$ cat config.mk
export PLATFORM = sky130hd
export DESIGN_NAME = positional_array_list
export DESIGN_NICKNAME = d
export VERILOG_FILES = /design/src/sv/pal_pkg.sv /design/src/sv/pal_ram.sv /design/src/sv/pal_datapath.sv /design/src/sv/pal_ctrl.sv /design/src/sv/positional_array_list.sv
export SDC_FILE = /design/constraint.sdc
export NUM_CORES = 2
export LEC_CHECK = 0
export CAP_MARGIN = 20
export CORE_ASPECT_RATIO = 0.5
export CORE_UTILIZATION = 60
export CTS_CLUSTER_DIAMETER = 60
export DETAILED_ROUTE_END_ITERATION = 8
export DONT_BUFFER_PORTS = 1
export PLACE_DENSITY_LB_ADDON = 0.1
export SYNTH_ARGS = -nofsm -noshare
export SYNTH_HDL_FRONTEND = slang
export SYNTH_SLANG_ARGS = --single-unit
$ cat constraint.sdc
create_clock -name clk -period 6.6 [get_ports clk]
set_input_delay 1.32 -clock clk [delete_from_list [all_inputs] [get_ports clk]]
set_output_delay 1.32 -clock clk [all_outputs]
set_load 0.1 [all_outputs]
$ cat src/sv/pal_pkg.sv
// shared definitions for the positional array list: field widths, command and
// status codes, and the control/status structs between controller and datapath
// no dependencies
package pal_pkg;

    // field widths of one transaction
    localparam int CMD_W  = 3;
    localparam int POS_W  = 7;
    localparam int VAL_W  = 32;
    localparam int STAT_W = 2;
    localparam int CNT_W  = 7;

    // stream data widths, padded to whole bytes
    localparam int S_TDATA_W = 48;
    localparam int M_TDATA_W = 56;

    // parameter defaults
    localparam int DEPTH_DEF = 64;
    localparam int WIDTH_DEF = 32;

    // command codes
    localparam logic [CMD_W-1:0] CMD_INSERT = 3'd0;
    localparam logic [CMD_W-1:0] CMD_DELETE = 3'd1;
    localparam logic [CMD_W-1:0] CMD_CHANGE = 3'd2;
    localparam logic [CMD_W-1:0] CMD_GET    = 3'd3;
    localparam logic [CMD_W-1:0] CMD_LOCATE = 3'd4;
    localparam logic [CMD_W-1:0] CMD_CLEAR  = 3'd5;

    // status codes
    localparam logic [STAT_W-1:0] ST_OK    = 2'd0;
    localparam logic [STAT_W-1:0] ST_FULL  = 2'd1;
    localparam logic [STAT_W-1:0] ST_RANGE = 2'd2;
    localparam logic [STAT_W-1:0] ST_EMPTY = 2'd3;

    // controller to datapath
    typedef struct packed {
        logic load;
        logic check;
        logic walk;
        logic commit;
    } pal_cmd_t;

    // datapath to controller
    typedef struct packed {
        logic do_walk;
        logic walk_done;
        logic out_free;
    } pal_sts_t;

endpackage

$ cat src/sv/pal_ram.sv
// generic simple dual-port ram, one write and one registered read per cycle
// no dependencies
module pal_ram #(
    parameter int WIDTH = 32,
    parameter int DEPTH = 64
) (
    input  logic                     clk,
    input  logic                     wr_en,
    input  logic [$clog2(DEPTH)-1:0] wr_addr,
    input  logic [WIDTH-1:0]         wr_data,
    input  logic                     rd_en,
    input  logic [$clog2(DEPTH)-1:0] rd_addr,
    output logic [WIDTH-1:0]         rd_data
);

    logic [WIDTH-1:0] mem_reg [DEPTH];
    logic [WIDTH-1:0] rd_data_reg;

    always_ff @(posedge clk)
    begin
        if (wr_en)
        begin
            mem_reg[wr_addr] <= wr_data;
        end
        if (rd_en)
        begin
            rd_data_reg <= mem_reg[rd_addr];
        end
    end

    assign rd_data = rd_data_reg;

endmodule

$ cat src/sv/pal_datapath.sv
// datapath of the positional array list: command registers, range checks,
// shifting walk over the element ram, count and output register
// depends on pal_pkg and pal_ram
module pal_datapath #(
    parameter int DEPTH = pal_pkg::DEPTH_DEF,
    parameter int WIDTH = pal_pkg::WIDTH_DEF
) (
    input  logic                        clk,
    input  logic                        rst_n,
    input  pal_pkg::pal_cmd_t           cmd,
    output pal_pkg::pal_sts_t           sts,
    input  logic [pal_pkg::CMD_W-1:0]   in_command,
    input  logic [pal_pkg::POS_W-1:0]   in_position,
    input  logic [pal_pkg::VAL_W-1:0]   in_value,
    input  logic                        m_tready,
    output logic                        out_valid,
    output logic [pal_pkg::STAT_W-1:0]  out_status,
    output logic [pal_pkg::VAL_W-1:0]   out_value,
    output logic [pal_pkg::POS_W-1:0]   out_found,
    output logic [pal_pkg::CNT_W-1:0]   out_count,
    output logic                        out_empty
);

    localparam int AW  = $clog2(DEPTH);
    localparam int CW  = $clog2(DEPTH + 1);
    localparam int PIW = pal_pkg::POS_W;
    localparam int PW  = (CW > PIW) ? CW : PIW;
    localparam int VW  = pal_pkg::VAL_W;
    localparam int NW  = pal_pkg::CNT_W;

    // control state
    logic [CW-1:0]              count_reg, count_next;
    logic [AW-1:0]              idx_reg, idx_next;
    logic [CW-1:0]              rem_reg, rem_next;
    logic                       pend_reg, pend_next;
    logic                       first_reg, first_next;
    logic                       hit_reg, hit_next;
    logic                       out_valid_reg, out_valid_next;

    // payload
    logic [pal_pkg::CMD_W-1:0]  cmd_reg, cmd_next;
    logic [PIW-1:0]             pos_reg, pos_next;
    logic [WIDTH-1:0]           val_reg, val_next;
    logic [pal_pkg::STAT_W-1:0] status_reg, status_next;
    logic [AW-1:0]              pend_addr_reg, pend_addr_next;
    logic [CW-1:0]              found_reg, found_next;
    logic [WIDTH-1:0]           vout_reg, vout_next;
    logic [pal_pkg::STAT_W-1:0] out_status_reg, out_status_next;
    logic [VW-1:0]              out_value_reg, out_value_next;
    logic [PIW-1:0]             out_found_reg, out_found_next;
    logic [NW-1:0]              out_count_reg, out_count_next;
    logic                       out_empty_reg, out_empty_next;

    // checks and ram port
    logic [PW-1:0]              pos_x, cnt_x;
    logic                       pos_zero, pos_gt_cnt, pos_gt_cnt1, is_full, is_none;
    logic [pal_pkg::STAT_W-1:0] chk_status;
    logic                       walk_op;
    logic [AW-1:0]              pos_m1;
    logic [CW-1:0]              rem_from_pos;
    logic                       issue, up;
    logic                       wr_en;
    logic [AW-1:0]              wr_addr;
    logic [WIDTH-1:0]           wr_data;
    logic [WIDTH-1:0]           rd_data;
    logic [CW-1:0]              count_after;

    pal_ram #(
        .WIDTH (WIDTH),
        .DEPTH (DEPTH)
    ) u_ram (
        .clk     (clk),
        .wr_en   (wr_en),
        .wr_addr (wr_addr),
        .wr_data (wr_data),
        .rd_en   (issue),
        .rd_addr (idx_reg),
        .rd_data (rd_data)
    );

    // range checks on the loaded command
    always_comb
    begin
        pos_x       = PW'(pos_reg);
        cnt_x       = PW'(count_reg);
        pos_zero    = (pos_reg == '0);
        pos_gt_cnt  = (pos_x > cnt_x);
        pos_gt_cnt1 = (pos_x > (cnt_x + PW'(1)));
        is_full     = (count_reg == CW'(DEPTH));
        is_none     = (count_reg == '0);
        chk_status  = pal_pkg::ST_OK;
        walk_op     = 1'b0;
        unique case (cmd_reg)
            pal_pkg::CMD_INSERT:
            begin
                walk_op = 1'b1;
                if (is_full)
                    chk_status = pal_pkg::ST_FULL;
                else if (pos_zero || pos_gt_cnt1)
                    chk_status = pal_pkg::ST_RANGE;
            end
            pal_pkg::CMD_DELETE, pal_pkg::CMD_GET:
            begin
                walk_op = 1'b1;
                if (is_none)
                    chk_status = pal_pkg::ST_EMPTY;
                else if (pos_zero || pos_gt_cnt)
                    chk_status = pal_pkg::ST_RANGE;
            end
            pal_pkg::CMD_CHANGE:
            begin
                if (pos_zero || pos_gt_cnt)
                    chk_status = pal_pkg::ST_RANGE;
            end
            pal_pkg::CMD_LOCATE:
            begin
                walk_op = 1'b1;
            end
            default:
            begin
                chk_status = pal_pkg::ST_OK;
            end
        endcase
        pos_m1       = AW'(pos_x - PW'(1));
        rem_from_pos = count_reg - CW'(pos_x) + CW'(1);
    end

    assign issue = cmd.walk && (rem_reg != '0) && !hit_reg;
    assign up    = (cmd_reg != pal_pkg::CMD_INSERT);

    assign sts.do_walk   = walk_op && (chk_status == pal_pkg::ST_OK);
    assign sts.walk_done = ((rem_reg == '0) || hit_reg) && !pend_reg;
    assign sts.out_free  = !out_valid_reg || m_tready;

    always_comb
    begin
        cmd_next        = cmd_reg;
        pos_next        = pos_reg;
        val_next        = val_reg;
        status_next     = status_reg;
        count_next      = count_reg;
        idx_next        = idx_reg;
        rem_next        = rem_reg;
        pend_next       = 1'b0;
        pend_addr_next  = idx_reg;
        first_next      = first_reg;
        hit_next        = hit_reg;
        found_next      = found_reg;
        vout_next       = vout_reg;
        out_valid_next  = out_valid_reg;
        out_status_next = out_status_reg;
        out_value_next  = out_value_reg;
        out_found_next  = out_found_reg;
        out_count_next  = out_count_reg;
        out_empty_next  = out_empty_reg;
        wr_en           = 1'b0;
        wr_addr         = pos_m1;
        wr_data         = val_reg;
        count_after     = count_reg;

        if (out_valid_reg && m_tready)
            out_valid_next = 1'b0;

        if (cmd.load)
        begin
            cmd_next   = in_command;
            pos_next   = in_position;
            val_next   = WIDTH'(in_value);
            vout_next  = '0;
            found_next = '0;
        end

        // status and walk set-up
        if (cmd.check)
        begin
            status_next = chk_status;
            first_next  = 1'b1;
            hit_next    = 1'b0;
            unique case (cmd_reg)
                pal_pkg::CMD_INSERT:
                begin
                    idx_next = AW'(count_reg - CW'(1));
                    rem_next = rem_from_pos;
                end
                pal_pkg::CMD_DELETE:
                begin
                    idx_next = pos_m1;
                    rem_next = rem_from_pos;
                end
                pal_pkg::CMD_GET:
                begin
                    idx_next = pos_m1;
                    rem_next = CW'(1);
                end
                default:
                begin
                    idx_next = '0;
                    rem_next = count_reg;
                end
            endcase
        end

        // at most one read issued, the previous read consumed
        if (cmd.walk)
        begin
            pend_next = issue;
            if (issue)
            begin
                idx_next = up ? idx_reg + AW'(1) : idx_reg - AW'(1);
                rem_next = rem_reg - CW'(1);
            end
            if (pend_reg)
            begin
                first_next = 1'b0;
                unique case (cmd_reg)
                    pal_pkg::CMD_INSERT:
                    begin
                        wr_en   = 1'b1;
                        wr_addr = pend_addr_reg + AW'(1);
                        wr_data = rd_data;
                    end
                    pal_pkg::CMD_DELETE:
                    begin
                        if (first_reg)
                        begin
                            vout_next = rd_data;
                        end
                        else
                        begin
                            wr_en   = 1'b1;
                            wr_addr = pend_addr_reg - AW'(1);
                            wr_data = rd_data;
                        end
                    end
                    pal_pkg::CMD_GET:
                    begin
                        vout_next = rd_data;
                    end
                    pal_pkg::CMD_LOCATE:
                    begin
                        if (!hit_reg && (rd_data == val_reg))
                        begin
                            hit_next   = 1'b1;
                            found_next = CW'(pend_addr_reg) + CW'(1);
                        end
                    end
                    default:
                    begin
                        wr_en = 1'b0;
                    end
                endcase
            end
        end

        // final update and result
        if (cmd.commit)
        begin
            if (status_reg == pal_pkg::ST_OK)
            begin
                unique case (cmd_reg)
                    pal_pkg::CMD_INSERT:
                    begin
                        wr_en       = 1'b1;
                        count_after = count_reg + CW'(1);
                    end
                    pal_pkg::CMD_DELETE:
                    begin
                        count_after = count_reg - CW'(1);
                    end
                    pal_pkg::CMD_CHANGE:
                    begin
                        wr_en = 1'b1;
                    end
                    pal_pkg::CMD_CLEAR:
                    begin
                        count_after = '0;
                    end
                    default:
                    begin
                        count_after = count_reg;
                    end
                endcase
            end
            count_next      = count_after;
            out_valid_next  = 1'b1;
            out_status_next = status_reg;
            out_value_next  = VW'(vout_reg);
            out_found_next  = PIW'(found_reg);
            out_count_next  = NW'(count_after);
            out_empty_next  = (count_after == '0);
        end
    end

    always_ff @(posedge clk or negedge rst_n)
    begin
        if (!rst_n)
        begin
            count_reg     <= '0;
            idx_reg       <= '0;
            rem_reg       <= '0;
            pend_reg      <= 1'b0;
            first_reg     <= 1'b0;
            hit_reg       <= 1'b0;
            out_valid_reg <= 1'b0;
        end
        else
        begin
            count_reg     <= count_next;
            idx_reg       <= idx_next;
            rem_reg       <= rem_next;
            pend_reg      <= pend_next;
            first_reg     <= first_next;
            hit_reg       <= hit_next;
            out_valid_reg <= out_valid_next;
        end
    end

    always_ff @(posedge clk)
    begin
        cmd_reg        <= cmd_next;
        pos_reg        <= pos_next;
        val_reg        <= val_next;
        status_reg     <= status_next;
        pend_addr_reg  <= pend_addr_next;
        found_reg      <= found_next;
        vout_reg       <= vout_next;
        out_status_reg <= out_status_next;
        out_value_reg  <= out_value_next;
        out_found_reg  <= out_found_next;
        out_count_reg  <= out_count_next;
        out_empty_reg  <= out_empty_next;
    end

    assign out_valid  = out_valid_reg;
    assign out_status = out_status_reg;
    assign out_value  = out_value_reg;
    assign out_found  = out_found_reg;
    assign out_count  = out_count_reg;
    assign out_empty  = out_empty_reg;

endmodule

$ cat src/sv/pal_ctrl.sv
// controller of the positional array list: sequences load, check, walk and
// commit for one transaction at a time
// depends on pal_pkg
module pal_ctrl (
    input  logic              clk,
    input  logic              rst_n,
    input  logic              s_tvalid,
    output logic              s_tready,
    input  pal_pkg::pal_sts_t sts,
    output pal_pkg::pal_cmd_t cmd
);

    localparam logic [1:0] S_IDLE   = 2'd0;
    localparam logic [1:0] S_CHECK  = 2'd1;
    localparam logic [1:0] S_WALK   = 2'd2;
    localparam logic [1:0] S_FINISH = 2'd3;

    logic [1:0] state_reg, state_next;

    always_comb
    begin
        state_next = state_reg;
        cmd        = '0;
        s_tready   = (state_reg == S_IDLE);
        unique case (state_reg)
            S_IDLE:
            begin
                if (s_tvalid)
                begin
                    cmd.load   = 1'b1;
                    state_next = S_CHECK;
                end
            end
            S_CHECK:
            begin
                cmd.check  = 1'b1;
                state_next = sts.do_walk ? S_WALK : S_FINISH;
            end
            S_WALK:
            begin
                cmd.walk = 1'b1;
                if (sts.walk_done)
                    state_next = S_FINISH;
            end
            S_FINISH:
            begin
                if (sts.out_free)
                begin
                    cmd.commit = 1'b1;
                    state_next = S_IDLE;
                end
            end
        endcase
    end

    always_ff @(posedge clk or negedge rst_n)
    begin
        if (!rst_n)
            state_reg <= S_IDLE;
        else
            state_reg <= state_next;
    end

endmodule

$ cat src/sv/positional_array_list.sv
// positional array list top, one transaction in, one result out; built on pal_ctrl and pal_datapath
// change, clear and rejected commands skip the walk; a walk reads up to DEPTH ram entries
// throughput: one transaction at a time; the next is taken once the result sits
//   in the output register, which holds it until the sink takes it
// reset: count and all control state clear; the element ram is not cleared
module positional_array_list #(
    parameter int DEPTH = pal_pkg::DEPTH_DEF,
    parameter int WIDTH = pal_pkg::WIDTH_DEF
) (
    input  logic                            clk,
    input  logic                            rst_n,
    // command stream
    input  logic                            s_tvalid,
    output logic                            s_tready,
    // command [2:0], position [9:3], value [41:10], zero pad [47:42]
    input  logic [pal_pkg::S_TDATA_W-1:0]   s_tdata,
    // result stream
    output logic                            m_tvalid,
    input  logic                            m_tready,
    // status [1:0], value_out [33:2], found_position [40:34], count [47:41],
    // is_empty [48], zero pad [55:49]
    output logic [pal_pkg::M_TDATA_W-1:0]   m_tdata
);

    localparam int M_USED = pal_pkg::STAT_W + pal_pkg::VAL_W + pal_pkg::POS_W
                            + pal_pkg::CNT_W + 1;

    pal_pkg::pal_cmd_t            cmd;
    pal_pkg::pal_sts_t            sts;
    logic [pal_pkg::CMD_W-1:0]    in_command;
    logic [pal_pkg::POS_W-1:0]    in_position;
    logic [pal_pkg::VAL_W-1:0]    in_value;
    logic [pal_pkg::STAT_W-1:0]   out_status;
    logic [pal_pkg::VAL_W-1:0]    out_value;
    logic [pal_pkg::POS_W-1:0]    out_found;
    logic [pal_pkg::CNT_W-1:0]    out_count;
    logic                         out_empty;

    // unpack the incoming transaction, lowest field first
    assign in_command  = s_tdata[pal_pkg::CMD_W-1:0];
    assign in_position = s_tdata[pal_pkg::CMD_W +: pal_pkg::POS_W];
    assign in_value    = s_tdata[pal_pkg::CMD_W + pal_pkg::POS_W +: pal_pkg::VAL_W];

    // sequencing: idle, check, walk over the ram, commit into output register
    pal_ctrl u_ctrl (
        .clk      (clk),
        .rst_n    (rst_n),
        .s_tvalid (s_tvalid),
        .s_tready (s_tready),
        .sts      (sts),
        .cmd      (cmd)
    );

    // element ram, count, range checks and the result register
    pal_datapath #(
        .DEPTH (DEPTH),
        .WIDTH (WIDTH)
    ) u_datapath (
        .clk         (clk),
        .rst_n       (rst_n),
        .cmd         (cmd),
        .sts         (sts),
        .in_command  (in_command),
        .in_position (in_position),
        .in_value    (in_value),
        .m_tready    (m_tready),
        .out_valid   (m_tvalid),
        .out_status  (out_status),
        .out_value   (out_value),
        .out_found   (out_found),
        .out_count   (out_count),
        .out_empty   (out_empty)
    );

    // pack the result, lowest field first, zero padded to whole bytes
    assign m_tdata = {{(pal_pkg::M_TDATA_W - M_USED){1'b0}},
                      out_empty, out_count, out_found, out_value, out_status};

endmodule

Word-level counts from Yosys, hierarchy flattened --
Memories as Yosys holds them, arrays and structs flattened. A register that Yosys moved wholly into a read port is not among the register bits. Index checks and enable logic that the tools add are counted.
Word-level totals: register bits after elaboration 164, memory bits (writable) 2048, input port bits 52, output and inout bits 58, word-level logic and storage cells 143, memories kept 1
Memories:
- u_datapath.u_ram.mem_reg | depth 64, width 32, rd ports 1, clocked after Yosys merged registers in 1, write ports 1, RTL line pal_ram.sv:16 | logic [WIDTH-1:0] mem_reg [DEPTH];
Operators by class: add/subtract/negate cells 11, $lt $le $gt $ge 2, eq/ne operators 13, muxes and demuxes 67, reduce and logical (&&, ||, !) cells 29
Operators by type and width (number):
- $mux W32 | 7
- $pmux W32 S2 | 2
- $mux W7 | 10
- $mux W6 | 7
- $eq A32 B32 Y1 | 1
- $logic_not A7 Y1 | 4
- $mux W1 | 27
- $pmux W6 S2 | 2
- $pmux W7 S3 | 1
- $sub A6 B1 Y6 const B | 3
- $add A7 B1 Y7 const B | 2
- $gt A7 B7 Y1 | 2
- $mux W2 | 7
- $pmux W7 S2 | 1
- $sub A7 B1 Y7 const B | 2
- $add A6 B1 Y6 const B | 2
- $pmux W2 S4 | 1
- $add A6 B1 Y7 const B | 1
- $eq A7 B7 Y1 const B | 1
- $reduce_bool A7 Y1 | 1
- $sub A7 B7 Y7 | 1
- $eq A3 B2 Y1 const B | 2
- $eq A3 B3 Y1 const B | 2
- $logic_and A1 B1 Y1 | 6
- 15 further kinds | 27

Depth between registers and ports, before layout --
word-level depth 10, depth in mapped cells 12

Hierarchy --
From an unflattened synthesis, not the netlist that was laid out.
Second synthesis, totals: cells, all modules 4101, area, all modules 87373.8 sq um
By module, submodules not included:
- pal_ram | times used 1, cells each 3324, area each 78835.6 sq um, seq. area each 62459.9 sq um
- pal_datapath | times used 1, cells each 749, area each 8279.2 sq um, seq. area each 4294.1 sq um
- pal_ctrl | times used 1, cells each 19, area each 195.2 sq um, seq. area each 50.0 sq um
- positional_array_list | times used 1, cells each 9, area each 63.8 sq um, seq. area each 0.0 sq um

Least setup slack after synthesis --
Ideal clock, no wire load.
path type register to register, start point reg u_ctrl.state_reg[0], end point mem u_datapath.u_ram.mem_reg[0][25] (data pin), setup time 0.702 ns, data arrival time 3.889 ns, data required time 5.898 ns, path slack 2.009 ns, cell stages (with the launch flop) 8, buffers on the path 2, clock period less this slack 4.591 ns, cell sequence dfrtp_1 -> inv_1 -> ha_1 -> nand4bb_1 -> clkbuf_1 -> a21o_1 -> clkbuf_1 -> o21ai_0
Between the ends: cells in the longest elaborated chain, start to end 3
Ends and longest elaborated chain:
- start: declaration | RTL line pal_ctrl.sv:18 | logic [1:0] state_reg, state_next;
- start signal: assignment | RTL line pal_ctrl.sv:61 | state_reg <= state_next;
- $eq A2 B2 Y1 | RTL line pal_ctrl.sv:25 | unique case (state_reg)
- $mux W1 | RTL line pal_ctrl.sv:25
- $mux W32 | RTL line pal_datapath.sv:204 | if (cmd.walk)
- named net u_datapath.u_ram.wr_data[25] | RTL line pal_ram.sv:10 | input logic [WIDTH-1:0] wr_data,
- end: declaration | RTL line pal_ram.sv:16
The timed path passes the listed nets, and every way through them passes these cells.

Worst setup path in the final report --
start point reg u_datapath.cmd_reg[0] (netlist bit), end point mem u_datapath.u_ram.mem_reg[25][6], enable pin
Between the ends: cells in the longest elaborated chain, start to end 9, elaborated cells on any way between the ends 15, classes of those cells 2 x eq/ne; 11 x mux; 2 x reduce/logical
Ends and longest elaborated chain:
- start: declaration | RTL line pal_datapath.sv:41 | logic [pal_pkg::CMD_W-1:0] cmd_reg, cmd_next;
- start signal: assignment | RTL line pal_datapath.sv:320 | cmd_reg <= cmd_next;
- $eq A3 B1 Y1 or $logic_not A3 Y1 (tied branches) | RTL line pal_datapath.sv:215, pal_datapath.sv:260
- $pmux W1 S2 | RTL line pal_datapath.sv:215 | unique case (cmd_reg)
- $mux W1 | RTL line pal_datapath.sv:212 | if (pend_reg)
- $mux W1 | RTL line pal_datapath.sv:204
- $mux W1 | RTL line pal_datapath.sv:260 | unique case (cmd_reg)
- $mux W1 | RTL line pal_datapath.sv:258 | if (status_reg == pal_pkg::ST_OK)
- $mux W1 | RTL line pal_datapath.sv:256 | if (cmd.commit)
- $mux W1 | RTL line pal_ram.sv:21 | if (wr_en)
- $mux W1 (not written as such) | RTL line pal_ram.sv:23 | mem_reg[wr_addr] <= wr_data;
Parallel ways exist; a longest one is shown, timed or not.

==> results.cfg <==
[outcome]
status = complete, no violations

[yosys]
synth-seq-cells = 2244
yosys-top-cells-count = 2,173 x edfxtp_1, 512 x mux4_2, 212 x nand2_1
synth_ff_type = edfxtp_1
synthCells = 4121
yosys.area.top_type_share_pct = 75.6
synth.distinct_cells = 72
yosysMostFrequentCell = edfxtp_1
synth-edff-count = 2173
ys_seq_area_share_pct = 77.4
syn_area_um2 = 86400
ys_warn_count = 0
synthTopCellsByArea = edfxtp_1 76%, mux4_2 13%, a22oi_1 1.2%
async_flop_share_pct = 1.16
syn_avg_cell_area_um2 = 21.0
synth_top_area_cell = edfxtp_1

[route]
wl_per_cell_um = 34.9
routed.top_layer = met5
route.detailed.drc = 0
antenna_left = 0
drtIter0Drc = 6704
wl_met3_um = 29700
first_pass_iters = 8
met1_length_um = 89700
avgViaCountPerCell = 6.92
dr_total_vias = 43600
wirelength_um = 220000
routed-wl-met2_um = 94400

[final_layout]
nets = 4369
area_delta_synth_final_pct = 11.0
n_fill_cell = 8780
final_area_um2 = 95800
drive_gt1_share_pct = 24.5
final_cells = 6300
largest_reg_flops = 2048

[power]
seqPwrFrac_pct = 44.9
p_switching_mw = 13.6
clockPowerShare_pct = 26.8
power_density_nw_per_um2 = 420
comb_power_share_pct = 28.3
p_leak_nw = 29.8
swShare_pct = 33.8
power_mw = 40.3
internal_power_mw = 26.7
peakVddDrop_mv = 0.316

[place]
post-dp-hpwl_um = 130000
placed_area_um2 = 90000
pre_cts_slack_ns = 2.05
io_buffers = 0
place_congestion = 1.10
numPlacedInstances = 5951

[global_route]
first_global_vias = 41919
overflow = 0
antenna_found_initial = 17
track_usage_pct = 30.5
grt_pass1_wl_um = 311000
grt_max_degree = 101

[setup_path]
critPathLaunch = u_datapath.cmd_reg[0]
critPathKind = reg2reg
crit_path_max_fanout = 19
ff2ff_setup_slack_ns = 2.05
cp-start-kind = flip-flop
critPathCapture = u_datapath.u_ram.mem_reg[25][6]
r2r_cells = 9
r2r_end = u_datapath.u_ram.mem_reg[25][6]
endpoint_kind = flip-flop
cp.arrival_ns = 5.04
worstReg2RegStart = u_datapath.cmd_reg[0]
required_ns = 7.09

[floorplan]
ios = 110
initial_utilization_pct = 61.1
core-area_um2 = 141000
dieArea_um2 = 146000
fp-row-count = 97
die_w_um = 539
dieHeight_um = 270

[clocking]
h-tree-depth = 4
cts_hold_repair.buffers = 0
cts_resized = 0
cts_buffer_depth = 4
cts_tree = done
root_buffer = clkbuf_16
cts_sinks = 2244
cts.clk_slew.worst_paths_ns = 0.07
post_cts_buffers = 0
worstSkewPairLatency_ns = 0.83
cts_buffers = 191

[sta]
setup_tns_ns = 0
period_minus_slack_ns = 4.55
worst_slew_pin_slew_ns = 1.37
rsz0062_at_grt = no
fmax_mhz = 220
setup-violations-final = 0
finalCritPeriodShare_pct = 68.9
timing.final.ws_setup_ns = 2.05
slew_viol_final = 0
hold_viol = 0
slew_headroom_pct = 8.74
clock_skew_ns = 0.0405

[run]
cap_violations = 0

[worst_hold_path]
hold_class = in2async
## per-layer routing
metal  GRT usage [%]  vias up
li1                -    17490
met1            47.8    23102
met2            41.8     2694
met3            9.26      312
met4            8.31        2
met5               0        -
## cells in the final DEF (no fill, tap or decap), types with 42 or more instances in the layout
cell / instances
mux4_2: 512
clkbuf_16: 196
edfxtp_1: 2173
dfxtp_1: 45
a22oi_1: 137
buf_4: 164
nand3_1: 65
a22o_1: 85
nor2_4: 65
nand2_1: 181
o21ai_0: 90
nor2_1: 42
clkinv_1: 43
a21oi_1: 64
a31oi_1: 51
## area by class of cell
type | instances | area (um2) | area share [%]
Clock inverter | 99 | 719 | 0.751
Sequential cell | 2244 | 66800 | 69.7
Antenna cell | 3 | 7.51 | 0.00783
Timing Repair Buffer | 185 | 1630 | 1.70
Clock buffer | 236 | 5060 | 5.28
Tap cell | 1881 | 2350 | 2.46
Multi-Input combinational cell | 1610 | 19100 | 19.9
Inverter | 42 | 158 | 0.164
## stage by stage
step           hold slack (ns)  util, %
5_1_grt                  0.178     67.8
4_1_cts                  0.162     67.7
2_1_floorplan            0.342        -
3_3_place_gp             0.419     63.5
6_report                 0.214     67.8
3_5_place_dp             0.416     63.6
## worst max-delay path, stage by stage, from the launching register on
cell      delay (ns)
edfxtp_1        0.62
nor3_2          0.67
buf_4           0.31
inv_2           0.16
o22ai_1         0.23
a311oi_2        0.15
buf_4           0.24
or3b_1          0.72
nor2_4          0.69
buf_4           0.39
## worst min path at each step
stage | start | cells after the start | end | slack [ns]
final | rst_n | 0 | u_datapath.idx_reg[0] | 0.21
after global routing | rst_n | 0 | u_datapath.cnt_x[3] | 0.18
after CTS | rst_n | 0 | u_datapath.idx_reg[0] | 0.16
after detailed placement | u_datapath.vout_reg[30] | 0 | u_datapath.out_value[30] | 0.42
after global placement | u_datapath.vout_reg[18] | 0 | u_datapath.out_value[18] | 0.42
after floorplan | u_datapath.idx_reg[0] | 0 | u_datapath.pend_addr_reg[0] | 0.34
## kinds of logic after synthesis
logic type / Yosys count / share of synthesized area [%]
fa+ha+maj: 43 / 0.649
flops: 2244 / 77.4
xor+xnor: 57 / 0.578
buf+inv: 273 / 1.32
other cells: 1 / 0.00434
compound gates: 522 / 4.23
simple gates: 464 / 2.45
mux: 517 / 13.4
## power by group through the flow
stage	clock network, mW	registers, mW	logic, mW
global placement	0	18.3	10.9
floorplan	0	18.0	6.87
finish	10.8	18.1	11.4
global route	11.4	18.1	11.9
detailed placement	0	18.4	11.1
CTS	10.9	18.1	11.1
Power figures use the tool's default switching activity.
